File: src/sv/assert_macros.svh
`ifndef ASSERT_MACROS_SVH
`define ASSERT_MACROS_SVH

// Condition that must hold on every clock edge outside reset.
`define CHK_ALWAYS(lbl, expr, msg) \
    lbl: assert property (@(posedge i_clk) disable iff (!i_rst_n) (expr)) else $error(msg);

// Same-cycle implication.
`define CHK_IMPLY(lbl, ante, cons, msg) \
    lbl: assert property (@(posedge i_clk) disable iff (!i_rst_n) (ante) |-> (cons)) else $error(msg);

// Next-cycle implication.
`define CHK_NEXT(lbl, ante, cons, msg) \
    lbl: assert property (@(posedge i_clk) disable iff (!i_rst_n) (ante) |=> (cons)) else $error(msg);

`endif

File: src/sv/uvs_pkg.sv
`default_nettype none
package uvs_pkg;

    localparam int QUEUE_DEPTH = 2;

    localparam logic [1:0] REG_RADIUS   = 2'd0;
    localparam logic [1:0] REG_RINGS    = 2'd1;
    localparam logic [1:0] REG_SEGMENTS = 2'd2;

    localparam logic signed [33:0] INV_GAIN = 34'sd652032874;
    localparam logic signed [15:0] ONE_Q14  = 16'sd16384;

    typedef struct packed {
        logic [8:0]  ring;
        logic [8:0]  seg;
        logic [8:0]  ring_lim;
        logic [8:0]  seg_lim;
        logic [16:0] count;
        logic        quad;
        logic        last;
    } t_job;

    // Arctangent of 2^-i in binary phase units (2^32 per turn).
    function automatic logic signed [32:0] atan_step(input logic [4:0] idx);
        logic signed [32:0] v;
        case (idx)
            5'd0:    v = 33'sd536870912;
            5'd1:    v = 33'sd316933406;
            5'd2:    v = 33'sd167458907;
            5'd3:    v = 33'sd85004756;
            5'd4:    v = 33'sd42667331;
            5'd5:    v = 33'sd21354465;
            5'd6:    v = 33'sd10679838;
            5'd7:    v = 33'sd5340245;
            5'd8:    v = 33'sd2670163;
            5'd9:    v = 33'sd1335087;
            5'd10:   v = 33'sd667544;
            5'd11:   v = 33'sd333772;
            5'd12:   v = 33'sd166886;
            5'd13:   v = 33'sd83443;
            5'd14:   v = 33'sd41722;
            5'd15:   v = 33'sd20861;
            5'd16:   v = 33'sd10430;
            5'd17:   v = 33'sd5215;
            5'd18:   v = 33'sd2608;
            5'd19:   v = 33'sd1304;
            5'd20:   v = 33'sd652;
            5'd21:   v = 33'sd326;
            5'd22:   v = 33'sd163;
            5'd23:   v = 33'sd81;
            default: v = 33'sd0;
        endcase
        return v;
    endfunction

    function automatic logic signed [15:0] clamp_q14(input logic signed [33:0] v);
        logic signed [15:0] r;
        if (v > 34'sd16384) begin
            r = ONE_Q14;
        end else if (v < -34'sd16384) begin
            r = -ONE_Q14;
        end else begin
            r = v[15:0];
        end
        return r;
    endfunction

endpackage
`default_nettype wire

File: src/sv/uvs_front.sv
`default_nettype none
`include "assert_macros.svh"
module uvs_front
    import uvs_pkg::*;
#(
    parameter int MAX_RINGS    = 256,
    parameter int MAX_SEGMENTS = 256
) (
    input  wire logic        i_clk,
    input  wire logic        i_rst_n,
    input  wire logic        i_valid,
    output logic             o_ready,
    input  wire logic        i_restart,
    input  wire logic [15:0] i_radius,
    input  wire logic [8:0]  i_ring_count,
    input  wire logic [8:0]  i_segment_count,
    input  wire logic        i_q_full,
    output logic             o_push,
    output t_job             o_job
);

    logic [8:0]  r_ring, n_ring;
    logic [8:0]  r_seg, n_seg;
    logic [16:0] r_count, n_count;
    logic        r_done, n_done;

    logic [8:0] w_nr, w_ns;
    logic       w_acc, w_zero, w_beyond, w_last;

    assign w_nr = (int'(i_ring_count) > MAX_RINGS) ? 9'(MAX_RINGS) : i_ring_count;
    assign w_ns = (int'(i_segment_count) > MAX_SEGMENTS) ? 9'(MAX_SEGMENTS) : i_segment_count;

    assign o_ready  = !i_q_full;
    assign w_acc    = i_valid && !i_q_full;
    assign w_zero   = (i_radius == 16'd0) || (i_ring_count == 9'd0) ||
                      (i_segment_count == 9'd0);
    assign w_beyond = (r_ring > w_nr) || (r_seg > w_ns);
    assign w_last   = (r_ring == w_nr) && (r_seg == w_ns);

    assign o_push = w_acc && !i_restart && !r_done && !w_zero && !w_beyond;

    always_comb begin
        o_job.ring     = r_ring;
        o_job.seg      = r_seg;
        o_job.ring_lim = w_nr;
        o_job.seg_lim  = w_ns;
        o_job.count    = r_count;
        o_job.quad     = (r_ring != w_nr);
        o_job.last     = w_last;
    end

    always_comb begin
        n_ring  = r_ring;
        n_seg   = r_seg;
        n_count = r_count;
        n_done  = r_done;
        if (w_acc) begin
            priority if (i_restart) begin
                n_ring  = '0;
                n_seg   = '0;
                n_count = '0;
                n_done  = 1'b0;
            end else if (r_done || w_zero) begin
                n_done = r_done;
            end else if (w_beyond || w_last) begin
                // The walk ends; positions go back to the start.
                n_ring  = '0;
                n_seg   = '0;
                n_count = '0;
                n_done  = 1'b1;
            end else begin
                if (r_seg == w_ns) begin
                    n_seg  = '0;
                    n_ring = r_ring + 9'd1;
                end else begin
                    n_seg = r_seg + 9'd1;
                end
                n_count = r_count + 17'd1;
            end
        end
    end

    always_ff @(posedge i_clk) begin
        if (!i_rst_n) begin
            r_ring  <= '0;
            r_seg   <= '0;
            r_count <= '0;
            r_done  <= 1'b0;
        end else begin
            r_ring  <= n_ring;
            r_seg   <= n_seg;
            r_count <= n_count;
            r_done  <= n_done;
        end
    end

    `CHK_NEXT(a_last_ends_walk, o_push && o_job.last, r_done && r_ring == 9'd0, "walk not ended after last vertex")

endmodule
`default_nettype wire

File: src/sv/uvs_queue.sv
`default_nettype none
`include "assert_macros.svh"
module uvs_queue
    import uvs_pkg::*;
(
    input  wire logic i_clk,
    input  wire logic i_rst_n,
    input  wire logic i_push,
    input  wire t_job i_job,
    output logic      o_full,
    input  wire logic i_pop,
    output logic      o_empty,
    output t_job      o_job
);

    localparam int PW = (QUEUE_DEPTH > 1) ? $clog2(QUEUE_DEPTH) : 1;
    localparam int CW = $clog2(QUEUE_DEPTH + 1);

    t_job            r_mem [QUEUE_DEPTH];
    logic [PW-1:0]   r_wp, r_rp;
    logic [CW-1:0]   r_count;

    assign o_full  = (r_count == CW'(QUEUE_DEPTH));
    assign o_empty = (r_count == '0);
    assign o_job   = r_mem[r_rp];

    always_ff @(posedge i_clk) begin
        if (i_push) begin
            r_mem[r_wp] <= i_job;
        end
    end

    always_ff @(posedge i_clk) begin
        if (!i_rst_n) begin
            r_wp    <= '0;
            r_rp    <= '0;
            r_count <= '0;
        end else begin
            if (i_push) begin
                r_wp <= (r_wp == PW'(QUEUE_DEPTH - 1)) ? '0 : r_wp + PW'(1);
            end
            if (i_pop) begin
                r_rp <= (r_rp == PW'(QUEUE_DEPTH - 1)) ? '0 : r_rp + PW'(1);
            end
            if (i_push && !i_pop) begin
                r_count <= r_count + CW'(1);
            end else if (i_pop && !i_push) begin
                r_count <= r_count - CW'(1);
            end
        end
    end

    `CHK_ALWAYS(a_count_bound, r_count <= CW'(QUEUE_DEPTH), "queue count overflow")
    `CHK_IMPLY(a_pop_nonempty, i_pop, r_count != '0, "pop from empty queue")

endmodule
`default_nettype wire

File: src/sv/uvs_back.sv
`default_nettype none
`include "assert_macros.svh"
module uvs_back
    import uvs_pkg::*;
#(
    parameter int CORDIC_STEPS = 16
) (
    input  wire logic        i_clk,
    input  wire logic        i_rst_n,
    input  wire logic        i_empty,
    output logic             o_pop,
    input  wire t_job        i_job,
    input  wire logic [15:0] i_radius,
    output logic             o_valid,
    input  wire logic        i_ready,
    output logic [16:0]      o_pos_x,
    output logic [16:0]      o_pos_y,
    output logic [16:0]      o_pos_z,
    output logic [15:0]      o_norm_x,
    output logic [15:0]      o_norm_y,
    output logic [15:0]      o_norm_z,
    output logic [16:0]      o_tex_u,
    output logic [16:0]      o_tex_v,
    output logic [16:0]      o_vertex_index,
    output logic [16:0]      o_upper_index,
    output logic             o_has_quad,
    output logic             o_last_vertex
);

    localparam int CSW = (CORDIC_STEPS > 1) ? $clog2(CORDIC_STEPS) : 1;
    localparam logic signed [32:0] Q_QTR  = 33'sh040000000;
    localparam logic signed [32:0] Q_HALF = 33'sh080000000;

    typedef enum logic [8:0] {
        ST_IDLE = 9'b000000001,
        ST_DIV  = 9'b000000010,
        ST_COR  = 9'b000000100,
        ST_MNX  = 9'b000001000,
        ST_MNZ  = 9'b000010000,
        ST_MPX  = 9'b000100000,
        ST_MPY  = 9'b001000000,
        ST_MPZ  = 9'b010000000,
        ST_OUT  = 9'b100000000
    } t_state;

    t_state r_state, n_state;
    t_job   r_job;
    logic   r_pass;          // 0 while working on the ring angle, 1 on the segment angle
    logic   r_ov;

    logic [8:0]  r_rem;
    logic        r_qhi;
    logic [31:0] r_qlo;
    logic [4:0]  r_dcnt;

    logic signed [33:0] r_cx, r_cy;
    logic signed [32:0] r_cz;
    logic               r_neg;
    logic [CSW-1:0]     r_cstep;

    logic signed [15:0] r_rs, r_rc, r_ss, r_sc, r_nx, r_nz;
    logic [16:0]        r_px, r_py, r_pz, r_tex_u, r_tex_v;

    logic [16:0] r_o_px, r_o_py, r_o_pz, r_o_tu, r_o_tv, r_o_vi, r_o_ui;
    logic [15:0] r_o_nx, r_o_ny, r_o_nz;
    logic        r_o_quad, r_o_last;

    // Divider start values.
    logic [8:0] w_ds_num, w_ds_den, w_ds_rem;
    logic       w_ds_ge;
    // Divider step.
    logic [8:0]  w_den, w_rem_n;
    logic [9:0]  w_trial;
    logic        w_dbit, w_div_end;
    logic [31:0] w_qlo_n, w_phase;
    logic [16:0] w_q_top;
    // CORDIC.
    logic signed [32:0] w_z0, w_z0f;
    logic               w_fold;
    logic signed [33:0] w_xs, w_ys, w_cx_n, w_cy_n, w_fx, w_fy;
    logic signed [32:0] w_at, w_cz_n;
    logic               w_cor_end;
    logic signed [15:0] w_sin, w_cos;
    // Shared multiplier.
    logic signed [16:0] w_ma, w_mb, w_rad;
    logic signed [33:0] w_prod, w_round;
    logic               w_out_load;

    assign o_pop      = (r_state == ST_IDLE) && !i_empty;
    assign w_out_load = (r_state == ST_OUT) && (!r_ov || i_ready);

    // The first pass starts from the queue head, the second from the held job.
    always_comb begin
        if (r_state == ST_IDLE) begin
            w_ds_num = i_job.ring;
            w_ds_den = i_job.ring_lim;
        end else begin
            w_ds_num = r_job.seg;
            w_ds_den = r_job.seg_lim;
        end
        w_ds_ge  = (w_ds_num >= w_ds_den);
        w_ds_rem = w_ds_ge ? (w_ds_num - w_ds_den) : w_ds_num;
    end

    assign w_den     = r_pass ? r_job.seg_lim : r_job.ring_lim;
    assign w_trial   = {r_rem, 1'b0};
    assign w_dbit    = (w_trial >= {1'b0, w_den});
    assign w_rem_n   = w_dbit ? 9'(w_trial - {1'b0, w_den}) : w_trial[8:0];
    assign w_qlo_n   = {r_qlo[30:0], w_dbit};
    assign w_q_top   = {r_qhi, w_qlo_n[31:16]};
    assign w_phase   = r_pass ? w_qlo_n : {r_qhi, w_qlo_n[31:1]};
    assign w_div_end = (r_dcnt == 5'd31);

    // Fold the phase into a quarter turn either side of zero.
    always_comb begin
        w_z0 = {w_phase[31], w_phase};
        if (w_z0 > Q_QTR) begin
            w_z0f  = w_z0 - Q_HALF;
            w_fold = 1'b1;
        end else if (w_z0 < -Q_QTR) begin
            w_z0f  = w_z0 + Q_HALF;
            w_fold = 1'b1;
        end else begin
            w_z0f  = w_z0;
            w_fold = 1'b0;
        end
    end

    always_comb begin
        w_xs = r_cx >>> r_cstep;
        w_ys = r_cy >>> r_cstep;
        w_at = atan_step(5'(r_cstep));
        if (!r_cz[32]) begin
            w_cx_n = r_cx - w_ys;
            w_cy_n = r_cy + w_xs;
            w_cz_n = r_cz - w_at;
        end else begin
            w_cx_n = r_cx + w_ys;
            w_cy_n = r_cy - w_xs;
            w_cz_n = r_cz + w_at;
        end
        w_fx = (w_cx_n + 34'sd32768) >>> 16;
        w_fy = (w_cy_n + 34'sd32768) >>> 16;
        if (r_neg) begin
            w_fx = -w_fx;
            w_fy = -w_fy;
        end
        w_cos = clamp_q14(w_fx);
        w_sin = clamp_q14(w_fy);
    end

    assign w_cor_end = (r_cstep == CSW'(CORDIC_STEPS - 1));

    assign w_rad = $signed({1'b0, i_radius});

    always_comb begin
        unique case (r_state)
            ST_MNX: begin
                w_ma = {r_rs[15], r_rs};
                w_mb = {r_ss[15], r_ss};
            end
            ST_MNZ: begin
                w_ma = {r_rs[15], r_rs};
                w_mb = {r_sc[15], r_sc};
            end
            ST_MPX: begin
                w_ma = {r_nx[15], r_nx};
                w_mb = w_rad;
            end
            ST_MPY: begin
                w_ma = {r_rc[15], r_rc};
                w_mb = w_rad;
            end
            ST_MPZ: begin
                w_ma = {r_nz[15], r_nz};
                w_mb = w_rad;
            end
            default: begin
                w_ma = '0;
                w_mb = '0;
            end
        endcase
        w_prod  = w_ma * w_mb;
        w_round = (w_prod + 34'sd8192) >>> 14;
    end

    always_comb begin
        n_state = r_state;
        unique case (r_state)
            ST_IDLE: if (!i_empty) n_state = ST_DIV;
            ST_DIV: begin
                if (w_div_end) begin
                    n_state = (!r_pass && r_job.seg != 9'd0) ? ST_DIV : ST_COR;
                end
            end
            ST_COR: begin
                if (w_cor_end) begin
                    n_state = r_pass ? ST_MNX : ST_DIV;
                end
            end
            ST_MNX: n_state = ST_MNZ;
            ST_MNZ: n_state = ST_MPX;
            ST_MPX: n_state = ST_MPY;
            ST_MPY: n_state = ST_MPZ;
            ST_MPZ: n_state = ST_OUT;
            ST_OUT: if (w_out_load) n_state = ST_IDLE;
            default: n_state = ST_IDLE;
        endcase
    end

    always_ff @(posedge i_clk) begin
        if (!i_rst_n) begin
            r_state <= ST_IDLE;
            r_ov    <= 1'b0;
        end else begin
            r_state <= n_state;
            if (w_out_load) begin
                r_ov <= 1'b1;
            end else if (i_ready) begin
                r_ov <= 1'b0;
            end
        end
    end

    always_ff @(posedge i_clk) begin
        unique case (r_state)
            ST_IDLE: begin
                if (!i_empty) begin
                    r_job  <= i_job;
                    r_pass <= 1'b0;
                    r_rem  <= w_ds_rem;
                    r_qhi  <= w_ds_ge;
                    r_qlo  <= '0;
                    r_dcnt <= '0;
                end
            end
            ST_DIV: begin
                r_rem  <= w_rem_n;
                r_qlo  <= w_qlo_n;
                r_dcnt <= r_dcnt + 5'd1;
                if (w_div_end) begin
                    if (!r_pass) begin
                        r_tex_v <= 17'(17'd65536 - w_q_top);
                    end else begin
                        r_tex_u <= w_q_top;
                    end
                    if (!r_pass && r_job.seg != 9'd0) begin
                        // Ring angle still held from segment zero of this ring.
                        r_pass <= 1'b1;
                        r_rem  <= w_ds_rem;
                        r_qhi  <= w_ds_ge;
                        r_qlo  <= '0;
                    end else begin
                        r_cx    <= INV_GAIN;
                        r_cy    <= '0;
                        r_cz    <= w_z0f;
                        r_neg   <= w_fold;
                        r_cstep <= '0;
                    end
                end
            end
            ST_COR: begin
                r_cx    <= w_cx_n;
                r_cy    <= w_cy_n;
                r_cz    <= w_cz_n;
                r_cstep <= r_cstep + CSW'(1);
                if (w_cor_end) begin
                    if (!r_pass) begin
                        r_rs   <= w_sin;
                        r_rc   <= w_cos;
                        r_pass <= 1'b1;
                        r_rem  <= w_ds_rem;
                        r_qhi  <= w_ds_ge;
                        r_qlo  <= '0;
                        r_dcnt <= '0;
                    end else begin
                        r_ss <= w_sin;
                        r_sc <= w_cos;
                    end
                end
            end
            ST_MNX: r_nx <= clamp_q14(w_round);
            ST_MNZ: r_nz <= clamp_q14(w_round);
            ST_MPX: r_px <= w_round[16:0];
            ST_MPY: r_py <= w_round[16:0];
            ST_MPZ: r_pz <= w_round[16:0];
            ST_OUT: begin
                if (w_out_load) begin
                    r_o_px   <= r_px;
                    r_o_py   <= r_py;
                    r_o_pz   <= r_pz;
                    r_o_nx   <= r_nx;
                    r_o_ny   <= r_rc;
                    r_o_nz   <= r_nz;
                    r_o_tu   <= r_tex_u;
                    r_o_tv   <= r_tex_v;
                    r_o_vi   <= r_job.count;
                    r_o_ui   <= r_job.quad ?
                                17'(r_job.count + 17'(r_job.seg_lim) + 17'd1) : '0;
                    r_o_quad <= r_job.quad;
                    r_o_last <= r_job.last;
                end
            end
            default: r_dcnt <= r_dcnt;
        endcase
    end

    assign o_valid        = r_ov;
    assign o_pos_x        = r_o_px;
    assign o_pos_y        = r_o_py;
    assign o_pos_z        = r_o_pz;
    assign o_norm_x       = r_o_nx;
    assign o_norm_y       = r_o_ny;
    assign o_norm_z       = r_o_nz;
    assign o_tex_u        = r_o_tu;
    assign o_tex_v        = r_o_tv;
    assign o_vertex_index = r_o_vi;
    assign o_upper_index  = r_o_ui;
    assign o_has_quad     = r_o_quad;
    assign o_last_vertex  = r_o_last;

    `CHK_NEXT(a_result_posted, w_out_load, r_ov && r_state == ST_IDLE, "result not posted")

endmodule
`default_nettype wire

File: src/sv/uv_sphere_vertex_generator.sv
// A vertex step passes the 32-step serial divider (run twice per vertex) and the CORDIC
// unit of CORDIC_STEPS iterations (run once, twice on segment zero of a ring) before
// it reaches the result register. The back end works on one vertex at a time while the
// queue holds further steps; restart and empty steps produce no vertex.
// Reset (synchronous, active low): radius 256, 16 rings, 16 segments, walk at ring 0.
`default_nettype none
module uv_sphere_vertex_generator
    import uvs_pkg::*;
#(
    parameter int MAX_RINGS    = 256,
    parameter int MAX_SEGMENTS = 256,
    parameter int CORDIC_STEPS = 16
) (
    input  wire logic        i_clk,
    input  wire logic        i_rst_n,
    input  wire logic        i_valid,
    output logic             o_ready,
    input  wire logic        i_restart,
    output logic             o_valid,
    input  wire logic        i_ready,
    output logic [16:0]      o_pos_x,
    output logic [16:0]      o_pos_y,
    output logic [16:0]      o_pos_z,
    output logic [15:0]      o_norm_x,
    output logic [15:0]      o_norm_y,
    output logic [15:0]      o_norm_z,
    output logic [16:0]      o_tex_u,
    output logic [16:0]      o_tex_v,
    output logic [16:0]      o_vertex_index,
    output logic [16:0]      o_upper_index,
    output logic             o_has_quad,
    output logic             o_last_vertex,
    input  wire logic        i_cfg_valid,
    output logic             o_cfg_ready,
    input  wire logic [1:0]  i_cfg_index,
    input  wire logic [15:0] i_cfg_data
);

    logic [15:0] r_radius;
    logic [8:0]  r_ring_count, r_segment_count;

    logic q_full, q_empty, q_push, q_pop;
    t_job q_in, q_out;

    assign o_cfg_ready = 1'b1;

    always_ff @(posedge i_clk) begin
        if (!i_rst_n) begin
            r_radius        <= 16'd256;
            r_ring_count    <= 9'd16;
            r_segment_count <= 9'd16;
        end else if (i_cfg_valid) begin
            if (i_cfg_index == REG_RADIUS) r_radius <= i_cfg_data;
            if (i_cfg_index == REG_RINGS) r_ring_count <= i_cfg_data[8:0];
            if (i_cfg_index == REG_SEGMENTS) r_segment_count <= i_cfg_data[8:0];
        end
    end

    uvs_front #(
        .MAX_RINGS    (MAX_RINGS),
        .MAX_SEGMENTS (MAX_SEGMENTS)
    ) u_front (
        .i_clk           (i_clk),
        .i_rst_n         (i_rst_n),
        .i_valid         (i_valid),
        .o_ready         (o_ready),
        .i_restart       (i_restart),
        .i_radius        (r_radius),
        .i_ring_count    (r_ring_count),
        .i_segment_count (r_segment_count),
        .i_q_full        (q_full),
        .o_push          (q_push),
        .o_job           (q_in)
    );

    uvs_queue u_queue (
        .i_clk   (i_clk),
        .i_rst_n (i_rst_n),
        .i_push  (q_push),
        .i_job   (q_in),
        .o_full  (q_full),
        .i_pop   (q_pop),
        .o_empty (q_empty),
        .o_job   (q_out)
    );

    uvs_back #(
        .CORDIC_STEPS (CORDIC_STEPS)
    ) u_back (
        .i_clk          (i_clk),
        .i_rst_n        (i_rst_n),
        .i_empty        (q_empty),
        .o_pop          (q_pop),
        .i_job          (q_out),
        .i_radius       (r_radius),
        .o_valid        (o_valid),
        .i_ready        (i_ready),
        .o_pos_x        (o_pos_x),
        .o_pos_y        (o_pos_y),
        .o_pos_z        (o_pos_z),
        .o_norm_x       (o_norm_x),
        .o_norm_y       (o_norm_y),
        .o_norm_z       (o_norm_z),
        .o_tex_u        (o_tex_u),
        .o_tex_v        (o_tex_v),
        .o_vertex_index (o_vertex_index),
        .o_upper_index  (o_upper_index),
        .o_has_quad     (o_has_quad),
        .o_last_vertex  (o_last_vertex)
    );

endmodule
`default_nettype wire

File: config.mk
export PLATFORM = sky130hd
export DESIGN_NAME = uv_sphere_vertex_generator
export DESIGN_NICKNAME = d
export VERILOG_FILES = /design/src/sv/uvs_pkg.sv /design/src/sv/uvs_front.sv /design/src/sv/uvs_queue.sv /design/src/sv/uvs_back.sv /design/src/sv/uv_sphere_vertex_generator.sv
export VERILOG_INCLUDE_DIRS = /design/src /design/src/sv
export SDC_FILE = /design/constraint.sdc
export NUM_CORES = 2
export LEC_CHECK = 0
export BUFFER_PORTS_ARGS = -buffer_cell sky130_fd_sc_hd__buf_2
export CAP_MARGIN = 20
export CORE_ASPECT_RATIO = 0.8
export CORE_MARGIN = 2
export CORE_UTILIZATION = 30
export DETAILED_ROUTE_END_ITERATION = 16
export MAX_ROUTING_LAYER = met4
export PLACE_DENSITY = 0.57
export SLEW_MARGIN = 10
export SYNTH_ARGS = -nofsm -noshare
export SYNTH_HDL_FRONTEND = slang
export SYNTH_SLANG_ARGS = --single-unit
export TNS_END_PERCENT = 5
File: constraint.sdc
create_clock -name i_clk -period 15.8 [get_ports i_clk]
set_input_delay 2.37 -clock i_clk [delete_from_list [all_inputs] [get_ports i_clk]]
set_output_delay 2.37 -clock i_clk [all_outputs]
set_load 0.01 [all_outputs]
=== After elaboration in Yosys (flattened, before gate mapping) ===
Memories as Yosys holds them, arrays and structs flattened. A register that Yosys moved wholly into a read port is not among the register bits.
Cells that the tools add are included.

* Output and inout port bits: 172
* Input bits: 24
* Memories kept: 2
* Bits in writable memories: 110
* Word-level logic and storage cells: 279
* ROM bits: 480
* Bits in registers: 633

{| class="wikitable"
|+ Memory list
! memory !! depth !! bits a word !! rd ports !! clocked after memory_dff !! write ports !! RTL line !! RTL
|-
| (no name shown) || 16 || 30 || 1 || 1 || 0 || uvs_pkg.sv:26 || <nowiki>case (idx)</nowiki>
|-
| u_queue.r_mem || 2 || 55 || 1 || 1 || 1 || uvs_queue.sv:19 || <nowiki>t_job r_mem [QUEUE_DEPTH];</nowiki>
|}

* Equal/unequal tests: 25
* Shift operators: 2
* Bitwise logic cells: 3
* Muxes and demuxes: 95
* Multiply operators: 1
* Add/subtract/negate cells: 27
* Reduce and logical (&&, ||, !) cells: 59
* $lt $le $gt $ge: 14

{| class="wikitable"
|+ Operators by type and width
! kind !! number
|-
| 2-to-1 mux 34 bit || 8
|-
| 2-to-1 mux 9 bit || 24
|-
| 2-to-1 mux 33 bit || 5
|-
| 2-to-1 mux 31 bit || 5
|-
| one-hot mux 34 bit (2 select lines) || 2
|-
| 2-to-1 mux 16 bit || 6
|-
| one-hot mux 31 bit (3 select lines) || 1
|-
| one-hot mux 9 bit (9 select lines) || 1
|-
| adder 34 x 17 -> 34 bit (second input constant) || 2
|-
| adder 34 bit || 2
|-
| > comparator 34 x 16 -> 1 bit (second input constant) || 2
|-
| < comparator 34 x 15 -> 1 bit (second input constant) || 2
|-
| negation 18 -> 34 bit || 2
|-
| one-hot mux 17 bit (4 select lines) || 1
|-
| >>> shifter 34 x 4 -> 34 bit || 2
|-
| subtractor 34 bit || 2
|-
| one-hot mux 33 bit (2 select lines) || 1
|-
| 2-to-1 mux 17 bit || 3
|-
| one-hot mux 17 bit (3 select lines) || 1
|-
| adder 17 x 1 -> 17 bit (second input constant) || 2
|-
| adder 34 x 15 -> 34 bit (second input constant) || 1
|-
| multiplier 17 x 17 -> 34 bit || 1
|-
| adder 32 x 33 -> 33 bit (second input constant) || 1
|-
| adder 33 bit || 1
|-
| other kinds (63) || 148
|}

=== Logic depth before layout (Yosys ltp) ===
* Depth in word-level cells: 11
* Mapped depth: 40
* Mapped depth without buffers: 35

=== By module ===
A second synthesis with hierarchy kept.

* Cell total of the unflattened synthesis: 5289
* Area, all modules: 55549.5 um2

{| class="wikitable"
|+ By module, submodules not included
! module !! cells an instance !! instances !! sequential area each (um2) !! area an instance (um2)
|-
| uvs_back || 4641 || 1 || 17286.6 || 47436.7
|-
| uvs_queue || 193 || 1 || 3403.3 || 4205.3
|-
| uvs_front || 319 || 1 || 720.7 || 2558.7
|-
| uv_sphere_vertex_generator || 136 || 1 || 680.7 || 1348.8
|}

=== Worst setup path before layout ===
OpenSTA, ideal clock, no wires.

* Path type: input to register
* Start point: input i_ready
* End point: register u_back.r_o_quad (netlist: u_back.o_has_quad), enable pin
* Path buffers: 0
* Stages: 2
* Setup time: 0.720 ns
* Data required time: 15.080 ns
* Data arrival time: 9.931 ns
* Path slack: 5.150 ns
* Path through: nand2b_1 nor2b_1

* Longest elaborated chain between the ends: 3

{| class="wikitable"
|+ Ends and longest elaborated chain
! element !! RTL line !! RTL
|-
| from (decl) || uv_sphere_vertex_generator.sv:20 || <nowiki>input wire logic i_ready,</nowiki>
|-
| logical OR 1 bit || uvs_back.sv:90 || <nowiki>assign w_out_load = (r_state == ST_OUT) && (!r_ov || i_ready);</nowiki>
|-
| logical AND 1 bit || uvs_back.sv:90 ||
|-
| net u_back.w_out_load || uvs_back.sv:87 || <nowiki>logic w_out_load;</nowiki>
|-
| AND reduction 2 bit (no source line) || - ||
|-
| to (signal assigned) || uvs_back.sv:300 || <nowiki>r_o_quad <= r_job.quad;</nowiki>
|-
| to (decl) || uvs_back.sv:66 || <nowiki>logic r_o_quad, r_o_last;</nowiki>
|}

The timed path passes the listed nets, and every way through them passes these cells.
A chain may end at the register's enable or synchronous reset.

=== Worst setup path in the final report ===
* Start point: register u_back.r_cstep[1]
* End point: register u_back.r_rs[10], data pin

* Longest elaborated chain between the ends: 9
* Elaborated cells on any way between the ends: 11
* Those cells by class: add/sub (4); order compare (2); shift (1); mux (4)

{| class="wikitable"
|+ Ends and longest elaborated chain
! element !! RTL line !! RTL
|-
| from (decl) || uvs_back.sv:59 || <nowiki>logic [CSW-1:0] r_cstep;</nowiki>
|-
| from (signal assigned) || uvs_back.sv:266 || <nowiki>r_cstep <= r_cstep + CSW'(1);</nowiki>
|-
| >>> shifter 34 x 4 -> 34 bit (*) || uvs_back.sv:130 || <nowiki>w_xs = r_cx >>> r_cstep;</nowiki>
|-
| adder 34 bit or subtractor 34 bit (tied branches) || uvs_back.sv:135, uvs_back.sv:139 ||
|-
| 2-to-1 mux 34 bit (*) || uvs_back.sv:133 || <nowiki>if (!r_cz[32]) begin</nowiki>
|-
| net u_back.w_cy_n[15] || uvs_back.sv:80 || <nowiki>logic signed [33:0] w_xs, w_ys, w_cx_n, w_cy_n, w_fx, w_fy;</nowiki>
|-
| adder 34 x 17 -> 34 bit (*) || uvs_back.sv:143 || <nowiki>w_fy = (w_cy_n + 34'sd32768) >>> 16;</nowiki>
|-
| negation 18 -> 34 bit || uvs_back.sv:146 || <nowiki>w_fy = -w_fy;</nowiki>
|-
| 2-to-1 mux 34 bit (*) || uvs_back.sv:144 || <nowiki>if (r_neg) begin</nowiki>
|-
| < comparator 34 x 15 -> 1 bit || uvs_pkg.sv:60 || <nowiki>end else if (v < -34'sd16384) begin</nowiki>
|-
| 2-to-1 mux 16 bit || uvs_pkg.sv:60 ||
|-
| 2-to-1 mux 16 bit (*) || uvs_pkg.sv:58 || <nowiki>if (v > 34'sd16384) begin</nowiki>
|-
| net u_back.w_sin[10] || uvs_back.sv:83 || <nowiki>logic signed [15:0] w_sin, w_cos;</nowiki>
|-
| to (signal assigned) || uvs_back.sv:269 || <nowiki>r_rs <= w_sin;</nowiki>
|-
| to (decl) || uvs_back.sv:61 || <nowiki>logic signed [15:0] r_rs, r_rc, r_ss, r_sc, r_nx, r_nz;</nowiki>
|}

Mark *: on every way through the listed nets, which the timed path passes. The rest lies on a longest branch.

==> impl_metrics.json <==
{
  "status": "finished, final reports clean",
  "wl_per_cell_um": 20.3,
  "vias_per_cell": 5.09,
  "vias": 38354,
  "synth_top_family_by_area": "adder cells",
  "area_delta_synth_final_pct": 12.4,
  "num_rows": 138,
  "die_y_um": 381,
  "start_kind": "register",
  "synthSimpleGateAreaFrac_pct": 14.1,
  "die_area_um2": 182000,
  "path_buf_inv": 2,
  "synthAdderAreaFrac_pct": 16.7,
  "power_density_nw_per_um2": 98.3,
  "setup_viol_count_final": 0,
  "totalNegativeSetupSlack_ns": 0,
  "clk_latency_ns": 0.74,
  "numCtsBuffers": 85,
  "internal-power_mw": 4.12,
  "initialDrtViolationCount": 3714,
  "postCtsHoldBufs": 0,
  "min_path_type": "register to register",
  "antenna_found_initial": 5,
  "ant_nets": 0,
  "slew_viol_final": 0,
  "ys_seq_elements": 774,
  "power_mw": 5.90,
  "vdd_drop_max_mv": 0.0792,
  "postCtsSetupBuffers": 0,
  "synthXorXnorAreaFrac_pct": 5.44,
  "synth_top_area_cell": "edfxtp_1",
  "clockRootBuffer": "clkbuf_16",
  "synth_compound_area_share_pct": 9.83,
  "yosysMostFrequentCell": "edfxtp_1",
  "ios": 196,
  "cap_violations": 0,
  "drc_errors": 0,
  "critPathMaxFanout": 65,
  "placed_cell_area_um2": 57100,
  "worstPathRequired_ns": 16.20,
  "grtUsageTotal_pct": 17.3,
  "slew_headroom_pct": 32.0,
  "drive_gt1_share_pct": 12.9,
  "cp_top_family": "compound AO/OA/AOI/OAI gates",
  "p_comb_share_pct": 20.1,
  "synth-edff-count": 659,
  "power_frac_seq_pct": 44.9,
  "crit_path_max_incr_delay_ns": 0.88,
  "swShare_pct": 30.2,
  "power_frac_clock_pct": 35.0,
  "switchingPower_mw": 1.78,
  "synth_common_cells": "edfxtp_1 (659), nor2_1 (475), inv_1 (451)",
  "ys_dominant_reg_cell": "edfxtp_1",
  "cts_tree": "done",
  "seqCellArea_um2": 22100,
  "path_clk_slew_ns": 0.06,
  "synth_area_leaders": "edfxtp_1 (37%), fa_1 (11%), ha_1 (5.7%)",
  "ctsHtreeMaxLevel": 3,
  "p_leak_nw": 23.7,
  "gp_congestion": 0.927,
  "dp_hpwl_um": 117000,
  "path_class": "register to register",
  "stdcell_count": 7533,
  "multi_input_area_um2": 28900,
  "fillers": 17761,
  "clock_sinks": 774,
  "cp-end-kind": "register",
  "slowest_stage": "edfxtp_1",
  "grt_max_degree": 66,
  "routed_wirelength_um": 153000,
  "layout_min_cycle_time_ns": 11.09,
  "overflow": 0,
  "crit_top_cell": "nor2_1",
  "hold_violations": 0,
  "fin_crit_sh_pct": 70.2,
  "core_um2": 177000,
  "avgSynthCellArea_um2": 10.8,
  "rsz0062_at_grt": "no",
  "synth_nets": 5493,
  "clock.fmax_ghz": 0.0902,
  "yosys.cell_types.count": 106,
  "critPathArrivalTime_ns": 11.49,
  "grt_pass1_vias": 37738,
  "seq_area_frac_synth_pct": 41.3,
  "ys_warn_count": 0,
  "synth_area_um2": 53400,
  "finalInstanceArea_um2": 60000,
  "dp_cells": 7376,
  "synthCells": 4932,
  "synth_top_area_share_pct": 37.0,
  "worstMarginPinSlew_ns": 1.02,
  "cts.repair.resized": 0,
  "fin_hold_ws_ns": 0.413,
  "cts_buffer_depth": 3,
  "drt-pass1-iter-count": 7,
  "die_w_um": 476,
  "grt_first_pass_wirelength_um": 235000,
  "async_flop_share_pct": 0,
  "port_buffers": 194,
  "final_nets": 5645,
  "initial_core_util_pct": 30.2,
  "muxShareOfSynthArea_pct": 7.90,
  "skew_ns": 0.0654
}
[cell families (layout without fill, tap and decap cells)]
logic type                 count (synthesis)  count (layout)
muxes                                    294             294
xor gates and xnor gates                 332             332
AOI/OAI and AO/OA                        788             788
adders and majority gates                537             537
other                                      1               4
buffers and inverters                    650             868
DFF                                      774             774
and+or+nand+nor                         1556            1556
[path summary, 6_finish.rpt]
kind,end,startpoint,cells past startpoint,slack [ns]
worst min register to register,u_back.o_pos_z[11]$_DFFE_PP_,u_back.r_pz[11]$_DFFE_PN_,0,0.41
worst min-delay path,u_back.o_pos_z[11]$_DFFE_PP_,u_back.r_pz[11]$_DFFE_PN_,0,0.41
worst max register to register,u_back.r_rs[10]$_DFFE_PP_,u_back.r_cstep[1]$_DFFE_PP_,29,4.71
worst max-delay path,u_back.r_rs[10]$_DFFE_PP_,u_back.r_cstep[1]$_DFFE_PP_,29,4.71
[worst register-to-register path: cells and delay by family, from the launching register on]
kind	cells	cell delay, ns
AO/OA/AOI/OAI	8	3.44
AND/OR/NAND/NOR	12	3.05
multiplexers	4	1.65
buffers and inverters	2	0.89
flip-flops	1	0.88
adder cells (fa/ha/maj)	2	0.71
XOR/XNOR	1	0.15
[state kept, by name, summed over array words and instances, names as in the netlist, 30 cells and up, named ones only]
signal and flops:
u_queue.r_mem 110, u_back.r_cz 33, u_back.r_cx 34, u_back.r_job 46
u_back.r_qlo 31, u_back.w_at 30, u_back.r_cy 34
[layer usage]
| layer | wire length (um) | up-vias | track usage, % |
|---|---|---|---|
| met5 | 0 | - | - |
| met4 | 3210 | 0 | 4.07 |
| met3 | 10600 | 169 | 2.82 |
| met2 | 65100 | 1250 | 24.5 |
| met1 | 73700 | 19198 | 25.6 |
| li1 | - | 17737 | - |
[per-stage QoR]
step / setup WS (ns) / utilization (%)
floorplan: 5.15 / -
global placement: 5.17 / 32.3
detailed placement: 4.94 / 32.3
CTS: 4.91 / 33.9
global route: 4.12 / 33.9
finish: 4.71 / 33.9
[power groups by stage]
stage                     Clock [mW]  Combinational, mW  Sequential (mW)
final                           2.07               1.18             2.65
after detailed placement           0               1.19             2.69
after CTS                       2.12               1.20             2.65
after global placement             0               1.18             2.69
after global routing            2.19               1.33             2.67
after floorplan                    0              0.908             2.58
[layout by cell type (no fill, tap or decap), types with 14 or more instances in the layout]
cell / Yosys / layout
nor4_1: 31 / 31
nand2b_1: 41 / 41
fa_1: 292 / 292
or2_2: 28 / 28
xnor2_1: 190 / 190
nand3_1: 71 / 71
or3_1: 30 / 30
o21ai_0: 156 / 155
and3_1: 38 / 37
o31ai_1: 17 / 17
a21o_1: 68 / 68
a211oi_1: 38 / 38
ha_1: 245 / 245
clkbuf_16: 0 / 87
nor2_1: 475 / 474
mux4_2: 94 / 94
dfxtp_1: 115 / 114
nor3_1: 79 / 76
edfxtp_1: 659 / 659
and4_1: 22 / 22
a21oi_1: 217 / 215
a31oi_1: 26 / 26
xor2_1: 142 / 142
o211ai_1: 19 / 19
buf_4: 10 / 66
or4_1: 15 / 15
clkinv_2: 0 / 17
inv_1: 451 / 449
buf_2: 12 / 194
o21a_1: 39 / 39
nor2b_1: 83 / 80
mux2_2: 83 / 83
nand2_1: 432 / 432
a21boi_0: 33 / 31
and2_1: 97 / 97
nand4_1: 54 / 54
o21bai_1: 24 / 24
nor3_2: 11 / 14
mux2i_1: 117 / 117
[layout make-up]
type,count,share of cell area (%)
antenna,3,0.0125
multi-input combinational,3508,48.2
sequential,774,36.8
clock buffer,102,3.78
clock inverter,51,1.00
inverter,455,2.85
tap,2380,4.96
timing repair buffer,260,2.44
Note: power is estimated with default switching activity, not from simulation.
